$ cat src/hdl/abcdq_pkg.sv
// ----------------------------------------------------------------------------
// abcdq_pkg: shared constants and types for the abc to dq phasor transform
// Fixed-point constants, CORDIC arctangent table and inter-module enables.
// ----------------------------------------------------------------------------
package abcdq_pkg;

  localparam int unsigned SAMPLE_BITS_DEF = 16;
  localparam int unsigned ANGLE_BITS      = 16;
  localparam int unsigned ZW              = ANGLE_BITS + 1;
  localparam int unsigned CORDIC_STEPS    = 16;
  localparam int unsigned QUARTER         = 1 << (ANGLE_BITS - 2);

  // sqrt(3) in Q2.14
  localparam logic signed [15:0] SQRT3_Q14 = 16'sd28378;

  // round(2^30 / (6 * K)), K the 16-step CORDIC gain
  localparam int unsigned         KC_BITS    = 27;
  localparam logic signed [KC_BITS:0] FINAL_GAIN = 28'sd108672146;
  localparam int unsigned         ROUND_SHIFT = 44;
  // low slice of the rotated vector that goes through the unsigned multiplier
  localparam int unsigned         LOW_BITS    = 18;

  typedef struct packed {
    logic sum;
    logic turn;
  } prep_en_t;

  typedef struct packed {
    logic mul;
    logic fin;
  } scale_en_t;

  // atan(2^-i) in binary-angle units, rounded
  function automatic logic signed [ZW-1:0] atan_of(input int unsigned i);
    logic signed [ZW-1:0] t;
    case (i)
      0:       t = ZW'(8192);
      1:       t = ZW'(4836);
      2:       t = ZW'(2555);
      3:       t = ZW'(1297);
      4:       t = ZW'(651);
      5:       t = ZW'(326);
      6:       t = ZW'(163);
      7:       t = ZW'(81);
      8:       t = ZW'(41);
      9:       t = ZW'(20);
      10:      t = ZW'(10);
      11:      t = ZW'(5);
      12:      t = ZW'(3);
      13:      t = ZW'(1);
      14:      t = ZW'(1);
      default: t = '0;
    endcase
    return t;
  endfunction

endpackage

$ cat src/hdl/abcdq_cordic_cell.sv
// ----------------------------------------------------------------------------
// abcdq_cordic_cell: one CORDIC rotation step
// Turns (x, y) by +/-atan(2^-STEP) toward zero residual angle, registered.
// ----------------------------------------------------------------------------
module abcdq_cordic_cell #(
  parameter int unsigned CW   = abcdq_pkg::SAMPLE_BITS_DEF + 19,
  parameter int unsigned STEP = 0
) (
  input  logic                             clk_i,
  input  logic                             en_i,
  input  logic signed [CW-1:0]             x_i,
  input  logic signed [CW-1:0]             y_i,
  input  logic signed [abcdq_pkg::ZW-1:0]  z_i,
  output logic signed [CW-1:0]             x_o,
  output logic signed [CW-1:0]             y_o,
  output logic signed [abcdq_pkg::ZW-1:0]  z_o
);
  import abcdq_pkg::*;

  localparam logic signed [ZW-1:0] T = atan_of(STEP);

  logic signed [CW-1:0] dx, dy, x_d, y_d;
  logic signed [ZW-1:0] z_d;

  always_comb begin
    dx = y_i >>> STEP;
    dy = x_i >>> STEP;
    if (!z_i[ZW-1]) begin
      x_d = x_i - dx;
      y_d = y_i + dy;
      z_d = z_i - T;
    end else begin
      x_d = x_i + dx;
      y_d = y_i - dy;
      z_d = z_i + T;
    end
  end

  always_ff @(posedge clk_i) begin
    if (en_i) begin
      x_o <= x_d;
      y_o <= y_d;
      z_o <= z_d;
    end
  end

endmodule

$ cat config.mk
export PLATFORM = sky130hd
export DESIGN_NAME = abcdq_cordic_cell
export DESIGN_NICKNAME = d
export VERILOG_FILES = /design/src/hdl/abcdq_pkg.sv /design/src/hdl/abcdq_cordic_cell.sv
export SDC_FILE = /design/constraint.sdc
export NUM_CORES = 1
export LEC_CHECK = 0
export ABC_AREA = 1
export CAP_MARGIN = 30
export CORE_ASPECT_RATIO = 0.9
export CORE_UTILIZATION = 55
export DETAILED_ROUTE_END_ITERATION = 8
export DONT_BUFFER_PORTS = 1
export GPL_TIMING_DRIVEN = 0
export PLACE_DENSITY = 0.74
export RECOVER_POWER = 50
export SLEW_MARGIN = 20
export SYNTH_ARGS = -nofsm -noshare
export SYNTH_HDL_FRONTEND = slang
export SYNTH_SLANG_ARGS = --single-unit
$ cat constraint.sdc
create_clock -name clk_i -period 2.1 [get_ports clk_i]
set_clock_uncertainty 0.05 [all_clocks]
set_input_delay 0.315 -clock clk_i [delete_from_list [all_inputs] [get_ports clk_i]]
set_output_delay 0.315 -clock clk_i [all_outputs]
set_load 0.1 [all_outputs]
# Word-level counts from Yosys, hierarchy flattened
# Cells that the tools add are included.
# Widths: inputs -> output; s select.
[op_classes]
n_addsub = 5
mul = 0
div = 0
order_cmp = 0
n_eq_ne = 0
n_shift = 0
muxes = 3
n_bitwise = 0
n_reduce_logical = 0
[ops]
columns = ["cell", "n"]
rows = [
  ["$mux 35", 2],
  ["$sub 35x35->35", 2],
  ["$add 35x35->35", 1],
  ["$add 17x15->17 const B", 1],
  ["$mux 17", 1],
  ["$sub 17x15->17 const B", 1],
]
[totals]
regBits = 87
latchBits = 0
mem_bits_rw = 0
mem_bits_ro = 0
input_bits = 89
output_inout_bits = 87
elab_cells = 11
mem_count = 0

# Logic depth before layout (Yosys ltp)
[depth]
word_depth = 2
mapped_depth = 18
mapped_depth_nobuf = 17

# Worst setup path before layout
# No wires, ideal clock.
[synth_timing]
path_type = "input to register"
start = "input x_i[0]"
end = "register x_o[32] (data pin)"
setup_time_ps = 254
arrival_ps = 1794
t_required_ps = 1796
setup_slack_ps = 2
stages = 13
n_path_buf = 0
path_cell_list = "inv_1 > ha_1 > fa_1 > o21bai_1 > nand2_1 > nand2_1 > nand2_1 > nand2_1 > nand2_1 > nand2_1 > nand2_1 > nand3_1 > nand2_1"
[synth_between]
elab_chain_len = 2
elab_cells_between_ends = 3
cone_classes = "add/sub (2); mux (1)"
[synth_lines]
columns = ["item", "line", "source"]
rows = [
  ["start: declaration", "abcdq_cordic_cell.sv:11", "input logic signed [CW-1:0] x_i,"],
  ["$sub 35x35->35 or $add 35x35->35 (tied branches)", "abcdq_cordic_cell.sv:29, abcdq_cordic_cell.sv:33", ""],
  ["$mux 35 (*)", "abcdq_cordic_cell.sv:28", "if (!z_i[ZW-1]) begin"],
  ["via x_d[32]", "abcdq_cordic_cell.sv:22", "logic signed [CW-1:0] dx, dy, x_d, y_d;"],
  ["end signal: assignment", "abcdq_cordic_cell.sv:41", "x_o <= x_d;"],
  ["end: declaration", "abcdq_cordic_cell.sv:14", "output logic signed [CW-1:0] x_o,"],
]
# Mark *: on every way through the listed nets, which the timed path passes. The rest lies on a longest branch.
# A chain may end at the register's enable or synchronous reset.

# Worst setup path in the final report
[layout_timing]
start = "input x_i[8]"
end = "register y_o[11] (data pin)"
[layout_between]
elab_chain_len = 2
elab_cells_between_ends = 3
cone_classes = "add/sub (2); mux (1)"
[layout_lines]
columns = ["item", "line", "source"]
rows = [
  ["$add 35x35->35 or $sub 35x35->35 (tied branches)", "abcdq_cordic_cell.sv:30, abcdq_cordic_cell.sv:34", ""],
  ["$mux 35 (*)", "abcdq_cordic_cell.sv:28", ""],
  ["via y_d[11]", "abcdq_cordic_cell.sv:22", ""],
  ["end signal: assignment", "abcdq_cordic_cell.sv:42", "y_o <= y_d;"],
  ["end: declaration", "abcdq_cordic_cell.sv:15", "output logic signed [CW-1:0] y_o,"],
]
# Marks and branches as above.

==> impl_metrics.csv <==
group,metric,value,unit
pwr,powerDensity,736,nW/µm²
timing,layout_setup_ws,0.0388,ns
cts,cts_sinks,86,
pwr,peakVddDrop,0.000486,V
min_path,min_delay_path_depth,0,
synth,synth.top_cell.area_share,0.250,
timing,slew_headroom,0.322,
routing,vias_per_cell,6.06,
synth,synth.most_common_cell,"nand2_1",
synth,ys_seq_elements,86,
timing,report.final.slew_viol_count,0,
floorplan,core.rowCount,47,
run_status,status,"finished clean",
run,maxCapViolations,0,
synth,ys.warnings.count,0,
global_route,grt_use_total,0.390,
routing,wl,38.8,mm
placement,dpl.hpwl,31.2,mm
cts,clockBufferDepth,2,
timing,whs,0.00431,ns
routing,wl_per_cell,20.9,µm
placement,port-buffer-count,0,
floorplan,ios,176,
cts,cts_tree,"done",
floorplan,core-area,18400,µm²
global_route,grt_pass1_vias,10000,
timing,rsz0062_at_grt,"true",
synth,synthTopCellsByArea,"edfxtp_1, nand2_1, ha_1, inv_1, nand3_1",
critical_path,worst_ep_arrival_time,2.04,ns
synth,synth_cell_types,48,
synth,synth_edf_count,86,
synth,syn_area_per_cell,6.56,µm²
placement,pre_cts_ws,-0.829,ns
routing,drt-initial-drc-count,1242,
timing,worstMarginPinSlew,1.02,ns
global_route,grt_max_degree,87,
timing,fmax,0.485,GHz
routing,drtPass1Iterations,7,
pwr,finalPower,8.54,mW
placement,place_congestion,1.00,
critical_path,worstSetupPathType,"input port to flip-flop",
critical_path,cp-start-kind,"input port",
synth,yosysTopAreaCell,"edfxtp_1",
timing,setup_violations,0,
floorplan,design.die.area,19400,µm²
cts,ctsRootBufferMaster,"clkbuf_16",
synth,yosysSeqAreaShare,0.250,
cells_and_area,nNetsFinal,1803,
cells_and_area,stdcell_count,1854,
cells_and_area,syn2layout_area_growth,12.2,%
cells_and_area,seq_area,2580,µm²
floorplan,die_h,132,µm
synth,syn_nets,1776,
critical_path,crit_required,2.08,ns
placement,dp.cells,1822,
timing,hold_viol,0,
pwr,p_leak,5.48,nW
routing,drc,0,
global_route,antenna_found_initial,1,
floorplan,start_util,0.562,
global_route,grt_overflow,0,
synth,synth_ff_type,"edfxtp_1",
synth,async_flop_share,0,
cts,numCtsBuffers,9,
global_route,grt_pass1_wl,56.4,mm
routing,vias,11200,
critical_path,cp_max_fo,10,
cells_and_area,drive_above_1_share,0.150,
cts,clk_pin_slew_worst_paths,0.07,ns
floorplan,die_w,147,µm
synth,syn_inst,1577,
cells_and_area,diodes,0,
synth,yosys-top-cells-count,"nand2_1, inv_1, nand3_1, nor2_1, a21oi_1",
synth,syn-cell-area,10300,µm²
critical_path,cp-end-kind,"flip-flop",
routing,drtAntennaViolNets,0,
timing,period_minus_slack,2.06,ns
cts,h-tree-depth,3,
cells_and_area,nFillCells,1717,
timing,period_share,0.982,
min_path,hp-class,"input port to flip-flop",
cells_and_area,multi_input_area,6990,µm²
-- area by class of cell --
cell class	count	area share
Multi-Input combinational cell	1200	0.603
Sequential cell	86	0.223
Inverter	245	0.0819
Buffer	46	0.0272
Tap cell	245	0.0264
Clock buffer	10	0.0197
Timing Repair Buffer	16	0.0114
Clock inverter	6	0.00809
-- metrics by stage --
stage | TNS (ns) | area (µm²) | utilization
after floorplan | 0 | 10300 | -
after global placement | -19.35 | 10600 | 0.578
after detailed placement | -20.30 | 10600 | 0.578
after CTS | 0 | 11100 | 0.601
after global routing | -0.141 | 11600 | 0.630
final | 0 | 11600 | 0.630
-- state kept, by name, indices dropped and copies added (netlist names) --
| register | flops |
|---|---|
| x_o | 35 |
| y_o | 34 |
| z_o | 17 |
-- critical path: stages --
cell and delay, ns:
inv_1 0.03, ha_1 0.35, buf_4 0.23, a21oi_4 0.21
o21ai_0 0.14, nand3b_1 0.34, o21ai_0 0.29, o22ai_1 0.15
-- cells in the final DEF, fill, tap and decap left out, drive strengths merged, types with 9 or more instances in the layout --
cell type  count
a21oi        130
buf           49
clkbuf        21
clkinvlp       9
edfxtp        86
ha           106
inv          238
nand2        435
nand3        153
nand4         14
nor2         148
nor3          19
o21ai        105
o21bai        16
o22ai         10
xor2          21
-- logic make-up (layout without fill, tap and decap cells) --
| logic type | count (synthesis) | in the layout | synth area share |
|---|---|---|---|
| adder cells (fa/ha/maj) | 110 | 110 | 0.136 |
| buffers and inverters | 291 | 323 | 0.117 |
| flip-flops | 86 | 86 | 0.250 |
| XOR/XNOR | 23 | 23 | 0.0195 |
| AO/OA/AOI/OAI | 284 | 284 | 0.153 |
| AND/OR/NAND/NOR | 783 | 783 | 0.325 |
-- path summary, 6_finish.rpt --
| kind | startpoint | endpoint | slack, ns |
|---|---|---|---|
| setup / recovery | x_i[8] | y_o[11] | 0.04 |
| hold / removal | z_i[10] | z_o[10] | 0.004 |
-- power by group --
part / switching, mW / internal (mW)
sequential: 1.70 / 2.20
combinational: 1.94 / 0.866
clock: 0.768 / 1.06
total: 4.41 / 4.13
-- metal layers --
| layer | GRT usage | wire length (µm) | vias up |
|---|---|---|---|
| met5 | 0 | 0 | - |
| met4 | 0.122 | 901 | 0 |
| met3 | 0.0913 | 4940 | 71 |
| met2 | 0.560 | 16100 | 789 |
| met1 | 0.573 | 16800 | 5197 |
| li1 | - | - | 5183 |
-- what timing repair did --
action / 4_1_cts / 5_1_grt
buffers inserted: 2 / 11
resized for setup: 23 / 133
pin swaps: 1 / 10
endpoints found under the setup margin: 29 / 45
hold endpoints to repair: 0 / 2
hold buffers: 0 / 2
Power figures use the tool's default switching activity.
