--- src/hdl/abcdq_pkg.sv ---
// ----------------------------------------------------------------------------
// abcdq_pkg: shared constants and types for the abc to dq phasor transform
// Fixed-point constants, CORDIC arctangent table and inter-module enables.
// ----------------------------------------------------------------------------
package abcdq_pkg;

  localparam int unsigned SAMPLE_BITS_DEF = 16;
  localparam int unsigned ANGLE_BITS      = 16;
  localparam int unsigned ZW              = ANGLE_BITS + 1;
  localparam int unsigned CORDIC_STEPS    = 16;
  localparam int unsigned QUARTER         = 1 << (ANGLE_BITS - 2);

  // sqrt(3) in Q2.14
  localparam logic signed [15:0] SQRT3_Q14 = 16'sd28378;

  // round(2^30 / (6 * K)), K the 16-step CORDIC gain
  localparam int unsigned         KC_BITS    = 27;
  localparam logic signed [KC_BITS:0] FINAL_GAIN = 28'sd108672146;
  localparam int unsigned         ROUND_SHIFT = 44;
  // low slice of the rotated vector that goes through the unsigned multiplier
  localparam int unsigned         LOW_BITS    = 18;

  typedef struct packed {
    logic sum;
    logic turn;
  } prep_en_t;

  typedef struct packed {
    logic mul;
    logic fin;
  } scale_en_t;

  // atan(2^-i) in binary-angle units, rounded
  function automatic logic signed [ZW-1:0] atan_of(input int unsigned i);
    logic signed [ZW-1:0] t;
    case (i)
      0:       t = ZW'(8192);
      1:       t = ZW'(4836);
      2:       t = ZW'(2555);
      3:       t = ZW'(1297);
      4:       t = ZW'(651);
      5:       t = ZW'(326);
      6:       t = ZW'(163);
      7:       t = ZW'(81);
      8:       t = ZW'(41);
      9:       t = ZW'(20);
      10:      t = ZW'(10);
      11:      t = ZW'(5);
      12:      t = ZW'(3);
      13:      t = ZW'(1);
      14:      t = ZW'(1);
      default: t = '0;
    endcase
    return t;
  endfunction

endpackage

--- src/hdl/abcdq_scale.sv ---
// ----------------------------------------------------------------------------
// abcdq_scale: gain correction, rounding and saturation
// Multiplies each component by the combined gain in two partial products,
// then rounds, shifts and clamps into the output register.
// ----------------------------------------------------------------------------
module abcdq_scale #(
  parameter int unsigned SAMPLE_BITS = abcdq_pkg::SAMPLE_BITS_DEF,
  parameter int unsigned CW          = SAMPLE_BITS + 19
) (
  input  logic                          clk_i,
  input  abcdq_pkg::scale_en_t          en_i,
  input  logic signed [CW-1:0]          x_i,
  input  logic signed [CW-1:0]          y_i,
  output logic signed [SAMPLE_BITS-1:0] d_axis_o,
  output logic signed [SAMPLE_BITS-1:0] q_axis_o,
  output logic                          clipped_o
);
  import abcdq_pkg::*;

  localparam int unsigned W   = SAMPLE_BITS;
  localparam int unsigned HW  = CW - LOW_BITS;
  localparam int unsigned PLW = LOW_BITS + KC_BITS;
  localparam int unsigned PHW = HW + KC_BITS + 1;
  localparam int unsigned SW  = CW + KC_BITS + 1;
  localparam int unsigned RW  = SW - ROUND_SHIFT;

  localparam logic signed [W-1:0] MAXV = {1'b0, {(W-1){1'b1}}};
  localparam logic signed [W-1:0] MINV = {1'b1, {(W-1){1'b0}}};

  logic signed [CW-1:0]  v   [2];
  logic signed [W-1:0]   res [2];
  logic                  sat [2];

  assign v[0] = x_i;
  assign v[1] = y_i;

  for (genvar g = 0; g < 2; g++) begin : g_lane
    logic signed [HW-1:0]  vh;
    logic [LOW_BITS-1:0]   vl;
    logic signed [PHW-1:0] ph_d, ph_q;
    logic [PLW-1:0]        pl_d, pl_q;
    logic signed [SW-1:0]  acc;
    logic signed [RW-1:0]  r;

    always_comb begin
      vh   = v[g][CW-1:LOW_BITS];
      vl   = v[g][LOW_BITS-1:0];
      ph_d = PHW'(vh) * PHW'(FINAL_GAIN);
      pl_d = PLW'(vl) * PLW'(FINAL_GAIN[KC_BITS-1:0]);
    end

    always_ff @(posedge clk_i) begin
      if (en_i.mul) begin
        ph_q <= ph_d;
        pl_q <= pl_d;
      end
    end

    always_comb begin
      acc = (SW'(ph_q) <<< LOW_BITS) + SW'(pl_q) + (SW'(1) <<< (ROUND_SHIFT - 1));
      r   = RW'(acc >>> ROUND_SHIFT);
      // out of range when the bits above the sample sign disagree with it
      sat[g] = !((&r[RW-1:W-1]) || !(|r[RW-1:W-1]));
      if (!sat[g]) begin
        res[g] = r[W-1:0];
      end else if (r[RW-1]) begin
        res[g] = MINV;
      end else begin
        res[g] = MAXV;
      end
    end
  end

  always_ff @(posedge clk_i) begin
    if (en_i.fin) begin
      d_axis_o  <= res[0];
      q_axis_o  <= res[1];
      clipped_o <= sat[0] || sat[1];
    end
  end

endmodule

--- config.mk ---
export PLATFORM = sky130hd
export DESIGN_NAME = abcdq_scale
export DESIGN_NICKNAME = d
export VERILOG_FILES = /design/src/hdl/abcdq_pkg.sv /design/src/hdl/abcdq_scale.sv
export SDC_FILE = /design/constraint.sdc
export NUM_CORES = 2
export LEC_CHECK = 0
export BUFFER_PORTS_ARGS = -buffer_cell sky130_fd_sc_hd__clkbuf_2
export CAP_MARGIN = 20
export CORE_MARGIN = 2
export CORE_UTILIZATION = 66
export CTS_BUF_LIST = sky130_fd_sc_hd__clkbuf_8
export CTS_CLUSTER_DIAMETER = 100
export DETAILED_ROUTE_END_ITERATION = 10
export GPL_TIMING_DRIVEN = 1
export PLACE_DENSITY = 0.84
export SYNTH_ARGS = -nofsm -noshare
export SYNTH_HDL_FRONTEND = slang
export SYNTH_SLANG_ARGS = --single-unit
--- constraint.sdc ---
create_clock -name clk_i -period 7.65 [get_ports clk_i]
set_clock_uncertainty 0.05 [all_clocks]
set_input_delay 0.3825 -clock clk_i [delete_from_list [all_inputs] [get_ports clk_i]]
set_output_delay 0.3825 -clock clk_i [all_outputs]
set_load 0.01 [all_outputs]
Word-level counts from Yosys, hierarchy flattened
Cells that the tools add are included.

word-level totals
  input port bits = 73
  logic and storage cells = 30
  output and inout bits = 33
  flip-flop bits (word level) = 209

cells by class
  add/sub/neg operators = 4
  multipliers = 4
  mux-type cells = 4
  reduce and logical (&&, ||, !) cells = 11

operators by type and width
  cell                    number
  $add 63x44->63 const B  2
  $add 63x45->63          2
  $mul 17x27->44 const B  2
  $mul 18x26->44 const B  2
  $mux 16                 4
  $reduce_and 4->1        2
  $reduce_or 4->1         2
  $logic_not 1->1         4
  $logic_or 1x1->1        3

Longest topological paths before layout
  depth after elaboration = 7
  mapped depth = 24
  gate-level depth less buffers = 23

Least setup slack after synthesis
OpenSTA, ideal clock, no wires.

  path kind = input port to flip-flop
  start point = input port x_i[23]
  end point = register g_lane[0].ph_q[43], data pin
  cell stages on the path = 20
  setup time = 0.262 ns
  data required time = 7.338 ns
  buffers on the path = 1
  arrival = 5.548 ns
  path slack = 1.791 ns
  cells stage by stage = fa_1 inv_1 fa_1 inv_1 fa_1 fa_1 inv_1 fa_1 fa_1 inv_1 ha_1 clkbuf_1 a21oi_1 o21ai_0 a221o_1 o2111ai_1 or3b_1 a311oi_1 o21ai_1 xor2_1

on the way
  word-level cells in the longest chain between the ends = 1

ends and longest elaborated chain
  what                    line               text
  start, declared         abcdq_scale.sv:12  input logic signed [CW-1:0] x_i,
  $mul 17x27->44          abcdq_scale.sv:48  ph_d = PHW'(vh) * PHW'(FINAL_GAIN);
  via g_lane[0].ph_d[43]  abcdq_scale.sv:40  logic signed [PHW-1:0] ph_d, ph_q;
  end signal, assigned    abcdq_scale.sv:54  ph_q <= ph_d;
  end, declared           abcdq_scale.sv:40

The timed path passes the listed nets, and every way through them passes these cells.
A chain may end at the register's enable or synchronous reset.

Worst setup path in the final report
  start point = input port y_i[33]
  end point = register g_lane[1].ph_q[44], data pin

on the way
  word-level cells in the longest chain between the ends = 1

ends and longest elaborated chain
  what                    line               text
  start, declared         abcdq_scale.sv:13  input logic signed [CW-1:0] y_i,
  $mul 17x27->44          abcdq_scale.sv:48
  via g_lane[1].ph_d[44]  abcdq_scale.sv:40
  end signal, assigned    abcdq_scale.sv:54
  end, declared           abcdq_scale.sv:40

The timed path passes the listed nets, and every way through them passes these cells.

==> reports/results.txt <==
Final min period: 6.13 ns
Initial Util: 66.5%
Setup TNS: 0 ns
Min-Delay Startpoint: x_i[20]
Crit Path Class: in -> reg
# rows: 85
Post-synth EDFFs: 173
Unrepaired setup endpoints after global routing: false
CTS H-tree depth: 4
DR vias/cell: 5.69
Slew @ Worst Pin: 0.927 ns
Status: complete, no violations
Crit start category: primary input
Fin worst setup slack: 1.52 ns
Clk slew on worst S/H paths: 0.11 ns
Die W: 237 um
Setup bufs post-CTS: 0
Data arrival, critical path: 6.34 ns
CP peak stage delay: 0.52 ns
Fin util: 69.8%
Reg2reg end: q_axis_o[7]
Setup WS pre-CTS: 1.09 ns
Layout area overhead: 4.89%
Cells after DPL: 4187
I/O pin total: 106
Final Hold Viols: 0
Worst path slowest cell: fa_1
Post-CTS resize count: 0
Clock Sinks: 173
Vias in the first global route: 25600
Synth Instances: 3399
Vias: 24000
PortBufs: 105
HP Class: in -> reg
Worst-path fanout max: 8
Yosys top cell by area: fa_1
Reg2Reg Depth: 12
Max-cap violation count: 0
Core ar.: 53700 um2
Clock Root Buffer: clkbuf_8
GRT Total Usage: 29.3%
Synth Register Bits: 173
Final setup vio count: 0
Top cell by count, worst path: ha_1
Net Count, Synth: 4812
Post-Layout Cell Count: 4220
Largest net degree at the start of global routing: 73
Reg2reg start: g_lane[1].ph_q[5]
Hold Path Sink: g_lane[0].ph_q[3]
Crit. End Element: register
Max clock buf depth: 2
Sequential fraction of the synthesis area: 14.5%
Synth Flop Type: edfxtp_1
Fmax: 163 MHz
Period utilization: 80.1%
DR iter-0 viols: 1539
DP Wirelength: 67600 um
Cell area after synthesis: 35700 um2
CTS Hold Buffers Added: 0
Die Area: 56000 um2
Initial DRT Pass Iterations: 8
Detail Route Antenna Nets: 0
Clk_lat worst skew: 0.50 ns
Fraction of layout cells with a size suffix above 1: 5.36%
Asr flop ratio synth: 0%
Gr ovfl total: 0
Hold Path Cell Cnt: 1
Yosys Warn Count: 0
Top cell type's share of synthesized area: 29.5%
Largest cells by area after synthesis: fa_1 30%, ha_1 28%, edfxtp_1 15%
Critical Path RT: 7.87 ns
# nets final: 4923
Worst reg-to-reg setup slack: 3.59 ns
Yosys cell types: 88
Die H: 237 um
WL/cell: 18.3 um
Rel. slew slack: 38.2%
Initial antenna violation count: 1
Syn avg cell area: 10.5 um2
CTS tree: done
Fin. max-slew vios: 0
CTS Buf Count: 17
RePlAce Congestion: 0.988
Routed WL: 77300 um
First-pass GRT wire length: 129000 um
DRC: 0
Fill cells: 3984
Crit-path cells: clkbuf_2 -> ha_1 -> xor2_1 -> ha_1 -> a21oi_1 -> xor2_1 -> ha_1 -> o21bai_1 -> fa_1 -> inv_1 -> fa_1 -> fa_1 -> inv_1 -> ha_1 -> a21o_1 -> a21o_1 -> a21oi_1 -> and4_1 -> o21ai_0 -> and3b_1 -> or4_1 -> a31oi_1 -> o21bai_1 -> xnor2_1
## metal layers
metal | global-route usage, % | part of all wire [%] | vias to the layer above
li1 | - | - | 11400
met1 | 40.0 | 44 | 11900
met2 | 49.2 | 48 | 630
met3 | 3.52 | 5.3 | 137
met4 | 8.86 | 2.8 | 0
met5 | 0 | 0 | -
## cell usage after synthesis (27+ instances only)
library cell / number
a21o_1: 88
ha_1: 813
a21oi_1: 138
nand3_1: 38
inv_1: 872
o21ai_0: 88
nand2_1: 77
fa_1: 527
nor2_1: 83
edfxtp_1: 173
nor3_1: 27
xor2_1: 63
xnor2_1: 103
## layout by cell type (no fill, tap or decap), drive strengths merged, types with 4 or more instances in the layout
cell and instances:
a41oi 4, a21boi 4, o21bai 15, nand2b 21
clkinv 9, ha 813, a31o 6, o41a 4
nor2b 20, and4 6, a31oi 17, o21a 12
inv 878, xnor2 104, nand4 22, xor2 64
a21o 89, a211oi 6, a21oi 140, nor2 83
nor3 28, edfxtp 173, or2 12, o211ai 12
nand2 77, or3 5, o21ai 106, fa 527
a211o 6, nand3 39, o31ai 6, a2111oi 4
o41ai 4, and3 19, clkbuf 121, and2 13
## state kept, by name (all words and copies together) (netlist names)
| signal | cells |
|---|---|
| g_lane.ph_q | 88 |
| clipped_o | 1 |
| d_axis_o | 16 |
| g_lane.pl_q | 52 |
| q_axis_o | 16 |
## cells by family after synthesis
logic type	count (synthesis)	synth area share (%)
buffers and inverters	886	9.37
xor gates and xnor gates	168	4.16
muxes	2	0.0595
AOI/OAI and AO/OA	473	8.83
and+or+nand+nor	357	5.04
DFF	173	14.5
adders and majority gates	1340	58.0
## final cells by class
| cell class | instances | area (um2) | area share (%) |
|---|---|---|---|
| diodes | 1 | 2.50 | 0.00668 |
| inverters | 872 | 3270 | 8.73 |
| well taps | 696 | 871 | 2.32 |
| clock inverters | 15 | 174 | 0.464 |
| multi-input cells | 2340 | 27200 | 72.5 |
| repair buffers | 106 | 539 | 1.44 |
| flip-flops and latches | 173 | 5190 | 13.9 |
| clock buffers | 17 | 234 | 0.624 |
## worst max-delay path by stage
stage,slack [ns],from,end
after global placement,1.20,y_i[33],g_lane[1].ph_q[44]
after CTS,1.63,y_i[33],g_lane[1].ph_q[44]
after global routing,1.29,y_i[33],g_lane[1].ph_q[44]
after detailed placement,1.09,y_i[33],g_lane[1].ph_q[44]
final,1.52,y_i[33],g_lane[1].ph_q[44]
after floorplan,1.79,x_i[23],g_lane[0].ph_q[43]
## metrics by stage
stage	cell area, um2	hold WS, ns
after floorplan	35700	0.431
after global placement	37100	0.624
after detailed placement	37100	0.616
after CTS	37500	0.165
after global routing	37500	0.195
final	37500	0.185
## critical path, delay by kind of cell
kind | cells | cell delay (ns)
AOI/OAI and AO/OA | 8 | 1.63
buffers and inverters | 3 | 0.26
xor gates and xnor gates | 3 | 0.47
and+or+nand+nor | 3 | 0.99
adders and majority gates | 7 | 2.60
Power is left out: the tool's default activity adds up to more than one toggle a clock period on the data nets, which glitch-free logic cannot reach.
